--- src/sv/b32e_pkg.sv ---
// b32e_pkg: types, constants and helper functions of the base32 stream encoder
// no dependencies; imported by every module of the block
package b32e_pkg;

  localparam int unsigned SYM_BITS  = 5;
  localparam int unsigned BYTE_BITS = 8;
  localparam int unsigned Q_DEPTH   = 2;

  localparam logic [7:0] PAD_CHAR   = 8'h3D;  // '='
  localparam logic [7:0] UPPER_BASE = 8'h41;  // 'A'
  localparam logic [7:0] DIGIT_BASE = 8'h32;  // '2'
  localparam logic [4:0] ALPHA_CNT  = 5'd26;

  localparam logic [2:0] GROUP_LAST = 3'd4;   // byte count wraps after five

  // one decoded byte: what the back part has to put out for it
  typedef struct packed {
    logic [4:0] sym0;
    logic [4:0] sym1;
    logic       two_sym;
    logic       tail_vld;
    logic [4:0] tail_sym;
    logic [2:0] pad_cnt;
    logic       last;
  } b32e_job_t;

  // 5-bit code to ascii symbol
  function automatic logic [7:0] b32_char(input logic [4:0] code);
    logic [7:0] c;
    if (code < ALPHA_CNT) begin
      c = UPPER_BASE + {3'b000, code};
    end else begin
      c = DIGIT_BASE + {3'b000, code - ALPHA_CNT};
    end
    return c;
  endfunction

  // number of '=' characters for a byte count modulo five
  function automatic logic [2:0] pad_len(input logic [2:0] pos);
    logic [2:0] n;
    unique case (pos)
      3'd1:    n = 3'd6;
      3'd2:    n = 3'd4;
      3'd3:    n = 3'd3;
      3'd4:    n = 3'd1;
      default: n = 3'd0;
    endcase
    return n;
  endfunction

endpackage

--- src/sv/b32e_if.sv ---
// b32e_if: valid/ready channel interfaces of the base32 stream encoder
// depends on nothing; used by the top level and the testbench
interface b32e_in_if;
  logic       valid;
  logic       ready;
  logic [7:0] data_byte;
  logic       last_byte;

  modport source (output valid, output data_byte, output last_byte, input ready);
  modport sink   (input valid, input data_byte, input last_byte, output ready);
endinterface

interface b32e_out_if;
  logic       valid;
  logic       ready;
  logic [7:0] symbol_char;
  logic       run_end;
  logic       message_end;

  modport source (output valid, output symbol_char, output run_end, output message_end,
                  input ready);
  modport sink   (input valid, input symbol_char, input run_end, input message_end,
                  output ready);
endinterface

--- src/sv/b32e_front.sv ---
// b32e_front: bit gathering front part; splits each byte into symbol codes
// depends on b32e_pkg
module b32e_front (
  input  logic               clk,
  input  logic               rst_n,
  input  logic               push,
  input  logic [7:0]         data_byte,
  input  logic               last_byte,
  output b32e_pkg::b32e_job_t job
);
  import b32e_pkg::*;

  logic [3:0]  lbits_r, lbits_nxt;
  logic [2:0]  lcnt_r, lcnt_nxt;
  logic [2:0]  gpos_r, gpos_nxt;

  logic [11:0] bits;
  logic [3:0]  cnt;
  logic [3:0]  sh0, sh1;
  logic [11:0] sh0_w, sh1_w;
  logic        two;
  logic [2:0]  rem;
  logic [11:0] rem_w;
  logic [3:0]  rem_bits;
  logic [8:0]  tail_w;
  logic [2:0]  pos;

  always_comb begin
    bits     = {lbits_r, data_byte};
    cnt      = {1'b0, lcnt_r} + 4'd8;
    two      = (cnt >= 4'd10);
    sh0      = cnt - 4'd5;
    sh1      = two ? (cnt - 4'd10) : 4'd0;
    sh0_w    = bits >> sh0;
    sh1_w    = bits >> sh1;
    rem      = two ? 3'(cnt - 4'd10) : 3'(cnt - 4'd5);
    rem_w    = bits & ~(12'hFFF << rem);
    rem_bits = rem_w[3:0];
    tail_w   = {5'b00000, rem_bits} << (3'd5 - rem);
    pos      = (gpos_r == GROUP_LAST) ? 3'd0 : gpos_r + 3'd1;

    job.sym0     = sh0_w[4:0];
    job.sym1     = sh1_w[4:0];
    job.two_sym  = two;
    job.tail_vld = last_byte && (rem != 3'd0);
    job.tail_sym = tail_w[4:0];
    job.pad_cnt  = last_byte ? pad_len(pos) : 3'd0;
    job.last     = last_byte;

    lbits_nxt = lbits_r;
    lcnt_nxt  = lcnt_r;
    gpos_nxt  = gpos_r;
    if (push) begin
      if (last_byte) begin
        lbits_nxt = 4'd0;
        lcnt_nxt  = 3'd0;
        gpos_nxt  = 3'd0;
      end else begin
        lbits_nxt = rem_bits;
        lcnt_nxt  = rem;
        gpos_nxt  = pos;
      end
    end
  end

  always_ff @(posedge clk) begin
    if (!rst_n) begin
      lbits_r <= 4'd0;
      lcnt_r  <= 3'd0;
      gpos_r  <= 3'd0;
    end else begin
      lbits_r <= lbits_nxt;
      lcnt_r  <= lcnt_nxt;
      gpos_r  <= gpos_nxt;
    end
  end

endmodule

--- src/sv/b32e_queue.sv ---
// b32e_queue: two-entry job queue between front and back parts
// depends on b32e_pkg
module b32e_queue (
  input  logic                clk,
  input  logic                rst_n,
  input  logic                push,
  input  b32e_pkg::b32e_job_t push_job,
  input  logic                pop,
  output logic                full,
  output logic                not_empty,
  output b32e_pkg::b32e_job_t head
);
  import b32e_pkg::*;

  b32e_job_t  mem_r [Q_DEPTH];
  logic       wr_ptr_r, wr_ptr_nxt;
  logic       rd_ptr_r, rd_ptr_nxt;
  logic [1:0] cnt_r, cnt_nxt;

  always_comb begin
    full       = (cnt_r == 2'(Q_DEPTH));
    not_empty  = (cnt_r != 2'd0);
    head       = mem_r[rd_ptr_r];
    wr_ptr_nxt = push ? ~wr_ptr_r : wr_ptr_r;
    rd_ptr_nxt = pop ? ~rd_ptr_r : rd_ptr_r;
    cnt_nxt    = cnt_r + {1'b0, push} - {1'b0, pop};
  end

  always_ff @(posedge clk) begin
    if (push) begin
      mem_r[wr_ptr_r] <= push_job;
    end
  end

  always_ff @(posedge clk) begin
    if (!rst_n) begin
      wr_ptr_r <= 1'b0;
      rd_ptr_r <= 1'b0;
      cnt_r    <= 2'd0;
    end else begin
      wr_ptr_r <= wr_ptr_nxt;
      rd_ptr_r <= rd_ptr_nxt;
      cnt_r    <= cnt_nxt;
    end
  end

endmodule

--- src/sv/b32e_back.sv ---
// b32e_back: character sequencer with output register
// depends on b32e_pkg
module b32e_back (
  input  logic                clk,
  input  logic                rst_n,
  input  logic                job_vld,
  input  b32e_pkg::b32e_job_t job,
  output logic                pop,
  input  logic                out_ready,
  output logic                out_valid,
  output logic [7:0]          symbol_char,
  output logic                run_end,
  output logic                message_end
);
  import b32e_pkg::*;

  logic [3:0] idx_r, idx_nxt;
  logic       ovld_r, ovld_nxt;
  logic [7:0] char_r, char_nxt;
  logic       rend_r, rend_nxt;
  logic       mend_r, mend_nxt;

  logic       adv;
  logic [3:0] total;
  logic [3:0] tail_idx;
  logic       is_end;
  logic [7:0] ch;

  always_comb begin
    total    = 4'd1 + {3'b000, job.two_sym} + {3'b000, job.tail_vld} + {1'b0, job.pad_cnt};
    tail_idx = 4'd1 + {3'b000, job.two_sym};
    is_end   = (idx_r == total - 4'd1);
    priority if (idx_r == 4'd0) begin
      ch = b32_char(job.sym0);
    end else if (idx_r == 4'd1 && job.two_sym) begin
      ch = b32_char(job.sym1);
    end else if (idx_r == tail_idx && job.tail_vld) begin
      ch = b32_char(job.tail_sym);
    end else begin
      ch = PAD_CHAR;
    end

    adv = job_vld && (!ovld_r || out_ready);
    pop = adv && is_end;

    idx_nxt  = idx_r;
    ovld_nxt = ovld_r && !out_ready;
    char_nxt = char_r;
    rend_nxt = rend_r;
    mend_nxt = mend_r;
    if (adv) begin
      idx_nxt  = is_end ? 4'd0 : idx_r + 4'd1;
      ovld_nxt = 1'b1;
      char_nxt = ch;
      rend_nxt = is_end;
      mend_nxt = is_end && job.last;
    end
  end

  always_ff @(posedge clk) begin
    if (!rst_n) begin
      idx_r  <= 4'd0;
      ovld_r <= 1'b0;
    end else begin
      idx_r  <= idx_nxt;
      ovld_r <= ovld_nxt;
    end
    char_r <= char_nxt;
    rend_r <= rend_nxt;
    mend_r <= mend_nxt;
  end

  assign out_valid   = ovld_r;
  assign symbol_char = char_r;
  assign run_end     = rend_r;
  assign message_end = mend_r;

endmodule

--- src/sv/base32_stream_encoder.sv ---
// base32_stream_encoder: top level of the base32 (rfc 4648 alphabet) stream encoder
// depends on b32e_pkg, b32e_if, b32e_front, b32e_queue, b32e_back
//
// usage
//   in_ch  : one message byte per transfer, last_byte set on the final byte
//   out_ch : one ascii character per transfer ('A'-'Z', '2'-'7' or '=')
//            run_end marks the last character caused by an input byte,
//            message_end the last character of the whole message
//   a byte gives one or two symbols; the last byte adds a zero-filled tail
//   symbol for leftover bits and '=' padding up to the 8-character group
// the first character of a byte passes the job queue, then the output register
// throughput: one character per cycle while the receiver is ready; a byte gives
//   one or two characters, a last byte up to 8; set by the single output register
// the front part takes a byte whenever the two-entry job queue has room
// reset (synchronous, rst_n low) clears leftover bits, byte count, queue
//   and the output valid flag; no clearing pass
// when the receiver stalls the output register holds its character, the
//   queue fills and in_ch.ready drops
module base32_stream_encoder (
  input  logic      clk,
  input  logic      rst_n,
  b32e_in_if.sink   in_ch,
  b32e_out_if.source out_ch
);
  import b32e_pkg::*;

  b32e_job_t new_job;
  b32e_job_t head_job;
  logic      q_full;
  logic      q_not_empty;
  logic      q_pop;
  logic      in_xfer;

  // byte transfer whenever the queue has room
  assign in_ch.ready = !q_full;
  assign in_xfer     = in_ch.valid && !q_full;

  // front: leftover bits and group position, one byte per transfer
  b32e_front u_front (
    .clk       (clk),
    .rst_n     (rst_n),
    .push      (in_xfer),
    .data_byte (in_ch.data_byte),
    .last_byte (in_ch.last_byte),
    .job       (new_job)
  );

  // queue lets the front keep taking bytes while the back sends characters
  b32e_queue u_queue (
    .clk       (clk),
    .rst_n     (rst_n),
    .push      (in_xfer),
    .push_job  (new_job),
    .pop       (q_pop),
    .full      (q_full),
    .not_empty (q_not_empty),
    .head      (head_job)
  );

  // back: walks the characters of the head job into the output register
  b32e_back u_back (
    .clk         (clk),
    .rst_n       (rst_n),
    .job_vld     (q_not_empty),
    .job         (head_job),
    .pop         (q_pop),
    .out_ready   (out_ch.ready),
    .out_valid   (out_ch.valid),
    .symbol_char (out_ch.symbol_char),
    .run_end     (out_ch.run_end),
    .message_end (out_ch.message_end)
  );

endmodule

--- src/flat_wrapper.sv ---
// flat-port wrapper written by rule: the top's interface ports become plain ports
module base32_stream_encoder_flat import b32e_pkg::*;
  (clk, rst_n, in_ch_valid, in_ch_data_byte, in_ch_last_byte, in_ch_ready, out_ch_valid, out_ch_symbol_char, out_ch_run_end, out_ch_message_end, out_ch_ready);
  b32e_in_if in_ch_i ();
  b32e_out_if out_ch_i ();
  input  logic clk;
  input  logic rst_n;
  input wire logic [$bits(in_ch_i.valid)-1:0] in_ch_valid;
  input wire logic [$bits(in_ch_i.data_byte)-1:0] in_ch_data_byte;
  input wire logic [$bits(in_ch_i.last_byte)-1:0] in_ch_last_byte;
  output wire logic [$bits(in_ch_i.ready)-1:0] in_ch_ready;
  output wire logic [$bits(out_ch_i.valid)-1:0] out_ch_valid;
  output wire logic [$bits(out_ch_i.symbol_char)-1:0] out_ch_symbol_char;
  output wire logic [$bits(out_ch_i.run_end)-1:0] out_ch_run_end;
  output wire logic [$bits(out_ch_i.message_end)-1:0] out_ch_message_end;
  input wire logic [$bits(out_ch_i.ready)-1:0] out_ch_ready;
  assign in_ch_i.valid = in_ch_valid;
  assign in_ch_i.data_byte = in_ch_data_byte;
  assign in_ch_i.last_byte = in_ch_last_byte;
  assign in_ch_ready = in_ch_i.ready;
  assign out_ch_valid = out_ch_i.valid;
  assign out_ch_symbol_char = out_ch_i.symbol_char;
  assign out_ch_run_end = out_ch_i.run_end;
  assign out_ch_message_end = out_ch_i.message_end;
  assign out_ch_i.ready = out_ch_ready;
  base32_stream_encoder u_core (.clk(clk), .rst_n(rst_n), .in_ch(in_ch_i), .out_ch(out_ch_i));
endmodule
--- config.mk ---
export PLATFORM = sky130hd
export DESIGN_NAME = base32_stream_encoder_flat
export DESIGN_NICKNAME = d
export VERILOG_FILES = /design/src/sv/b32e_pkg.sv /design/src/sv/b32e_if.sv /design/src/sv/b32e_front.sv /design/src/sv/b32e_queue.sv /design/src/sv/b32e_back.sv /design/src/sv/base32_stream_encoder.sv /design/src/flat_wrapper.sv
export SDC_FILE = /design/constraint.sdc
export NUM_CORES = 1
export LEC_CHECK = 0
export BUFFER_PORTS_ARGS = -buffer_cell sky130_fd_sc_hd__clkbuf_2
export CELL_PAD_IN_SITES_DETAIL_PLACEMENT = 1
export CELL_PAD_IN_SITES_GLOBAL_PLACEMENT = 2
export CORE_MARGIN = 1.5
export CORE_UTILIZATION = 37
export CTS_CLUSTER_DIAMETER = 60
export DETAILED_ROUTE_END_ITERATION = 10
export PLACE_DENSITY_LB_ADDON = 0.25
export SYNTH_ARGS = -nofsm -noshare
export SYNTH_HDL_FRONTEND = slang
export SYNTH_HIERARCHICAL = 1
export SYNTH_SLANG_ARGS = --single-unit
--- constraint.sdc ---
create_clock -name clk -period 3.14 [get_ports clk]
set_input_delay 0.628 -clock clk [delete_from_list [all_inputs] [get_ports clk]]
set_output_delay 0.628 -clock clk [all_outputs]
set_load 0.02 [all_outputs]
# ---- After elaboration in Yosys (flattened, before gate mapping)
# Memories as Yosys holds them, arrays and structs flattened. A register that Yosys moved wholly into a read port is not among the register bits.
# Index checks and enable logic that the tools add are counted.
dict set report totals {
  register_bits 29
  ram_bits 42
  inputBits 13
  out_inout_bits 12
  elab_cells 89
  mem_count 1
}
# name words width read_ports rd_clocked_by_memory_dff write_ports line_no
set mem_list {}
lappend mem_list {u_core.u_queue.mem_r 2 21 1 1 1 b32e_queue.sv:15} ;# b32e_job_t mem_r [Q_DEPTH];
dict set report classes {
  add_sub_neg 21
  n_lt_le_gt_ge 4
  eq_ne 9
  shift 4
  muxes 20
  n_bitwise 4
  n_reduce_logical 15
}
# operator count
set ops {}
lappend ops {{2-to-1 mux 8 bit} 6}
lappend ops {{adder 7 x 5 -> 8 bit, first input constant} 3}
lappend ops {{right shift 12 x 4 -> 5 bit} 2}
lappend ops {{adder 6 x 5 -> 7 bit, first input constant} 3}
lappend ops {{less-than comparator 5 bit, second input constant} 3}
lappend ops {{2-to-1 mux 3 bit} 5}
lappend ops {{subtractor 5 bit, second input constant} 3}
lappend ops {{2-to-1 mux 4 bit} 3}
lappend ops {{one-hot mux 3 bit (4 select lines)} 1}
lappend ops {{left shift 12 x 3 -> 4 bit, first input constant} 1}
lappend ops {{equality test 4 bit} 2}
lappend ops {{logical AND 1 bit} 8}
lappend ops {{equality test 3 x 2 -> 1 bit, second input constant} 2}
lappend ops {{equality test 3 bit, second input constant} 2}
lappend ops {{2-to-1 mux 1 bit} 5}
lappend ops {{left shift 4 x 3 -> 5 bit} 1}
lappend ops {{adder 3 x 4 -> 4 bit, second input constant} 1}
lappend ops {{adder 4 x 1 -> 4 bit} 1}
lappend ops {{adder 4 x 1 -> 4 bit, second input constant} 1}
lappend ops {{adder 4 x 3 -> 4 bit} 1}
lappend ops {{AND 4 bit} 1}
lappend ops {{equality test 4 x 1 -> 1 bit, second input constant} 1}
lappend ops {{>= comparator 4 bit, second input constant} 1}
lappend ops {{logical NOT 4 bit} 1}
lappend ops {{other kinds (16)} 19}

# ---- Logic depth before layout (Yosys ltp)
dict set report depth {
  word_depth 8
  depth_mapped 17
}

# ---- By module
# Netlist, hierarchy kept.
# module instances cells_per_inst area_each_um2
set by_module_without_submodules {}
lappend by_module_without_submodules {b32e_queue 1 86 1823.0}
lappend by_module_without_submodules {b32e_front 1 218 1655.3}
lappend by_module_without_submodules {b32e_back 1 173 1443.9}
lappend by_module_without_submodules {base32_stream_encoder 1 2 10.0}

# ---- Worst setup path before layout
# No wires, ideal clock.
dict set report synth_timing {
  kind {register -> register}
  start {reg (tool-made name)}
  end {reg u_core.u_queue.cnt_r[1]}
  arrival_time_ps 3134
  required_ps 3075
  path_slack_ps -59
  path_stages_with_launch 17
  period_less_slack_ps 3199
  path_cell_list {dfxtp_1 buf_6 mux2_4 ha_1 inv_1 ha_1 inv_1 fa_1 xnor2_1 xnor2_1 o2111a_2 and2_2 ha_1 inv_1 ha_1 xnor3_1 nor2b_1}
}
# item line_no
set synth_lines {}
lappend synth_lines {{end signal: assignment} b32e_queue.sv:43} ;# cnt_r <= cnt_nxt;
lappend synth_lines {{end: declaration} b32e_queue.sv:18} ;# logic [1:0] cnt_r, cnt_nxt;

==> out/qor.yml <==
yosys:
  ys_warn_count: 6
  netlist_area_um2: 4930
  synth_cells: 479
  synth_nets: 524
  avgSynthCellArea_um2: 10.3
  synthDistinctLibCells: 68
  async_flop_share_pct: 0
  seq_area_frac_synth_pct: 39.2
  synthFlopType: "edfxtp_1"
  ys_seq_elements: 71
  synth_edf_count: 51
die:
  start_util_pct: 38.5
  die_h_um: 118
  rows: 41
  chipWidth_um: 118
  core_area_um2: 12800
  die_area_um2: 14000
  pin_count: 25
power:
  power.density_nw_per_um2: 872
  swShare_pct: 39.2
  p_seq_share_pct: 29.9
  combinationalPowerShare_pct: 50.9
  peakVddDrop_uv: 286
  fin_total_pwr_mw: 4.92
  p_leak_nw: 2.23
  net-switching-power_mw: 1.93
  p_clk_share_pct: 19.2
  p_int_mw: 2.99
detailed_routing:
  drc: 0
  ant_nets: 0
  vias_per_cell: 5.30
  avgRoutedWirePerCell_um: 17.3
  drtIter0Drc: 143
  drtPass1Iterations: 4
  wl_mm: 11.8
  vias: 3632
clocking:
  clock_latency_ps: 340
  clock_path_buffers: 2
  cts.clk_slew.worst_paths_ps: 60
  hold_buffers: 0
  cts_num_sinks: 71
  htree_num_levels: 3
  root_buffer: "clkbuf_16"
  cts_buffers: 9
  cts_tree: "built"
setup_path:
  rr_worst_depth: 16
  crit_type: "reg -> reg"
  cpPeakStageDelay_ps: 390
  cp_max_fo: 4
  cp_top_family: "adder cells"
  start_kind: "flip-flop"
  cp.arrival_ps: 3340
  cp_slowest_cell: "fa_2"
  path_depth: 16
  cp.required_ps: 3410
  worst_setup_path_end_kind: "flip-flop"
  path_cells: "mux2_4, inv_4, ha_4, inv_4, ha_4, inv_2, fa_2, xnor2_2, xnor2_1, o2111a_2, and2_4, ha_4, inv_2, ha_4, xnor3_1, nor2b_1"
  cp_common_cell: "ha_4"
  path_buf_inv: 4
layout:
  nets: 553
  instances_no_fill: 685
  area_delta_synth_final_pct: 14.5
  final_design_area_no_fill_um2: 5650
  final_common_cell: "edfxtp_1"
  mostFrequentLayoutCells: "edfxtp_1, nand2_1, a21oi_1"
  antennaDiodeCount: 0
  finish.utilization_pct: 44.0
  drive_above_1_share_pct: 22.0
global_routing:
  grt_pass1_wl_mm: 19.2
  antenna_found_initial: 0
  grtUsageTotal_pct: 17.3
  grt_overflow_total: 0
  grt_pass1_vias: 3673
  grt_max_degree: 25
worst_hold_path:
  min_path_type: "reg -> reg"
  holdPathStages: 2
timing:
  setup_viol: 0
  worst_slack_ps: 70.0
  hold_viol: 0
  slew_headroom_pct: 59.9
  fin_skew_ps: 10.1
  tightestPinTransition_ps: 601
  max_freq_mhz: 326
  tns_ps: 0
  whs_ps: 529
  maxSlewViolCount: 0
  period_share_pct: 97.8
  finalCriticalPeriod_ps: 3070
place:
  placed_cell_area_um2: 5250
  post-place-ws_ps: -131
  port_buffers: 23
  gp_congestion: 0.869
  place_inst: 665
  hpwl_mm: 8.78
run_status:
  status: "finished clean"
run:
  drv_cap: 0
area by class of cell:
class | count | area (um^2)
Clock buffer | 10 | 239
Tap cell | 172 | 215
Fill cell | 1451 | 7180
Multi-Input combinational cell | 353 | 2840
Sequential cell | 71 | 1940
Timing Repair Buffer | 42 | 258
Inverter | 31 | 121
Clock inverter | 6 | 35.0
kinds of logic (layout without fill, tap and decap cells):
logic type / after synthesis / after routing / synth area share, %
and+or+nand+nor: 145 / 145 / 15.4
AOI/OAI and AO/OA: 103 / 103 / 13.7
DFF: 71 / 71 / 39.2
buffers and inverters: 55 / 89 / 5.10
muxes: 54 / 54 / 14.7
adders and majority gates: 32 / 32 / 8.27
xor gates and xnor gates: 18 / 18 / 3.63
other: 1 / 1 / 0.0760
final timing paths:
kind / endpoint / from / slack, ps
worst min-delay path: u_core/u_back/out_valid$_SDFF_PN0_ / u_core/u_back/out_valid$_SDFF_PN0_ / 530
worst max register to register: u_core/u_queue/cnt_r[1]$_SDFF_PN0_ / flip-flop / 70
worst min register to register: u_core/u_back/out_valid$_SDFF_PN0_ / u_core/u_back/out_valid$_SDFF_PN0_ / 530
worst max-delay path: u_core/u_queue/cnt_r[1]$_SDFF_PN0_ / flip-flop / 70
timing repair:
item	in CTS	in global routing
setup buffers	2	2
gates cloned	0	0
setup endpoints to repair	2	2
gates resized for setup	6	12
pin swaps	3	5
metal layers:
| metal | routed length (um) | track usage, % |
|---|---|---|
| met1 | 5500 | 21.5 |
| met2 | 5980 | 30.5 |
| met3 | 224 | 2.80 |
| met4 | 131 | 5.35 |
| met5 | 0 | 0 |
state kept, by name, indices dropped and copies added (netlist names), named ones only:
register,cells
u_core/u_front/gpos_r,3
u_core/u_back/symbol_char,7
u_core/u_back/message_end,1
u_core/u_back/idx_r,4
u_core/u_back/out_valid,1
u_core/u_back/run_end,1
u_core/u_queue/mem_r,42
u_core/u_queue/cnt_r,2
u_core/u_queue/wr_ptr_r,1
u_core/u_front/lbits_r,4
u_core/u_queue/rd_ptr_r,1
u_core/u_front/lcnt_r,3
tightest hold or removal path, cell delays in order, from the launching register on:
cell	delay [ps]
dfxtp_1	310
nand2b_1	80
a21boi_0	80
cell usage after synthesis, types with 4 or more instances:
| library cell | count | area [um^2] |
|---|---|---|
| nand2_1 | 36 | 135 |
| inv_1 | 31 | 116 |
| nor3_1 | 16 | 80.1 |
| buf_2 | 9 | 45.0 |
| a31oi_1 | 11 | 68.8 |
| nor2b_1 | 12 | 75.1 |
| a211oi_1 | 5 | 37.5 |
| a21oi_1 | 28 | 140 |
| edfxtp_1 | 51 | 1530 |
| mux4_2 | 6 | 135 |
| nor3b_1 | 5 | 37.5 |
| ha_1 | 31 | 388 |
| nand3b_1 | 4 | 30.0 |
| dfxtp_1 | 20 | 400 |
| o22ai_1 | 7 | 43.8 |
| o21ai_0 | 16 | 80.1 |
| xor2_1 | 7 | 61.3 |
| nor2_1 | 24 | 90.1 |
| nand2b_1 | 5 | 31.3 |
| clkbuf_1 | 9 | 33.8 |
| xnor2_1 | 9 | 78.8 |
| mux2i_1 | 24 | 240 |
| and2_1 | 13 | 81.3 |
| nand3_1 | 9 | 45.0 |
| and3_1 | 6 | 37.5 |
| mux2_4 | 21 | 315 |
power by group through the flow:
stage	clock network, mW	registers (mW)	logic [mW]
floorplan	0	1.54	1.72
global placement	0	1.48	2.27
detailed placement	0	1.49	2.36
CTS	0.972	1.48	2.43
global route	1.01	1.49	2.78
finish	0.945	1.47	2.51
(Power assumes the default switching activity.)
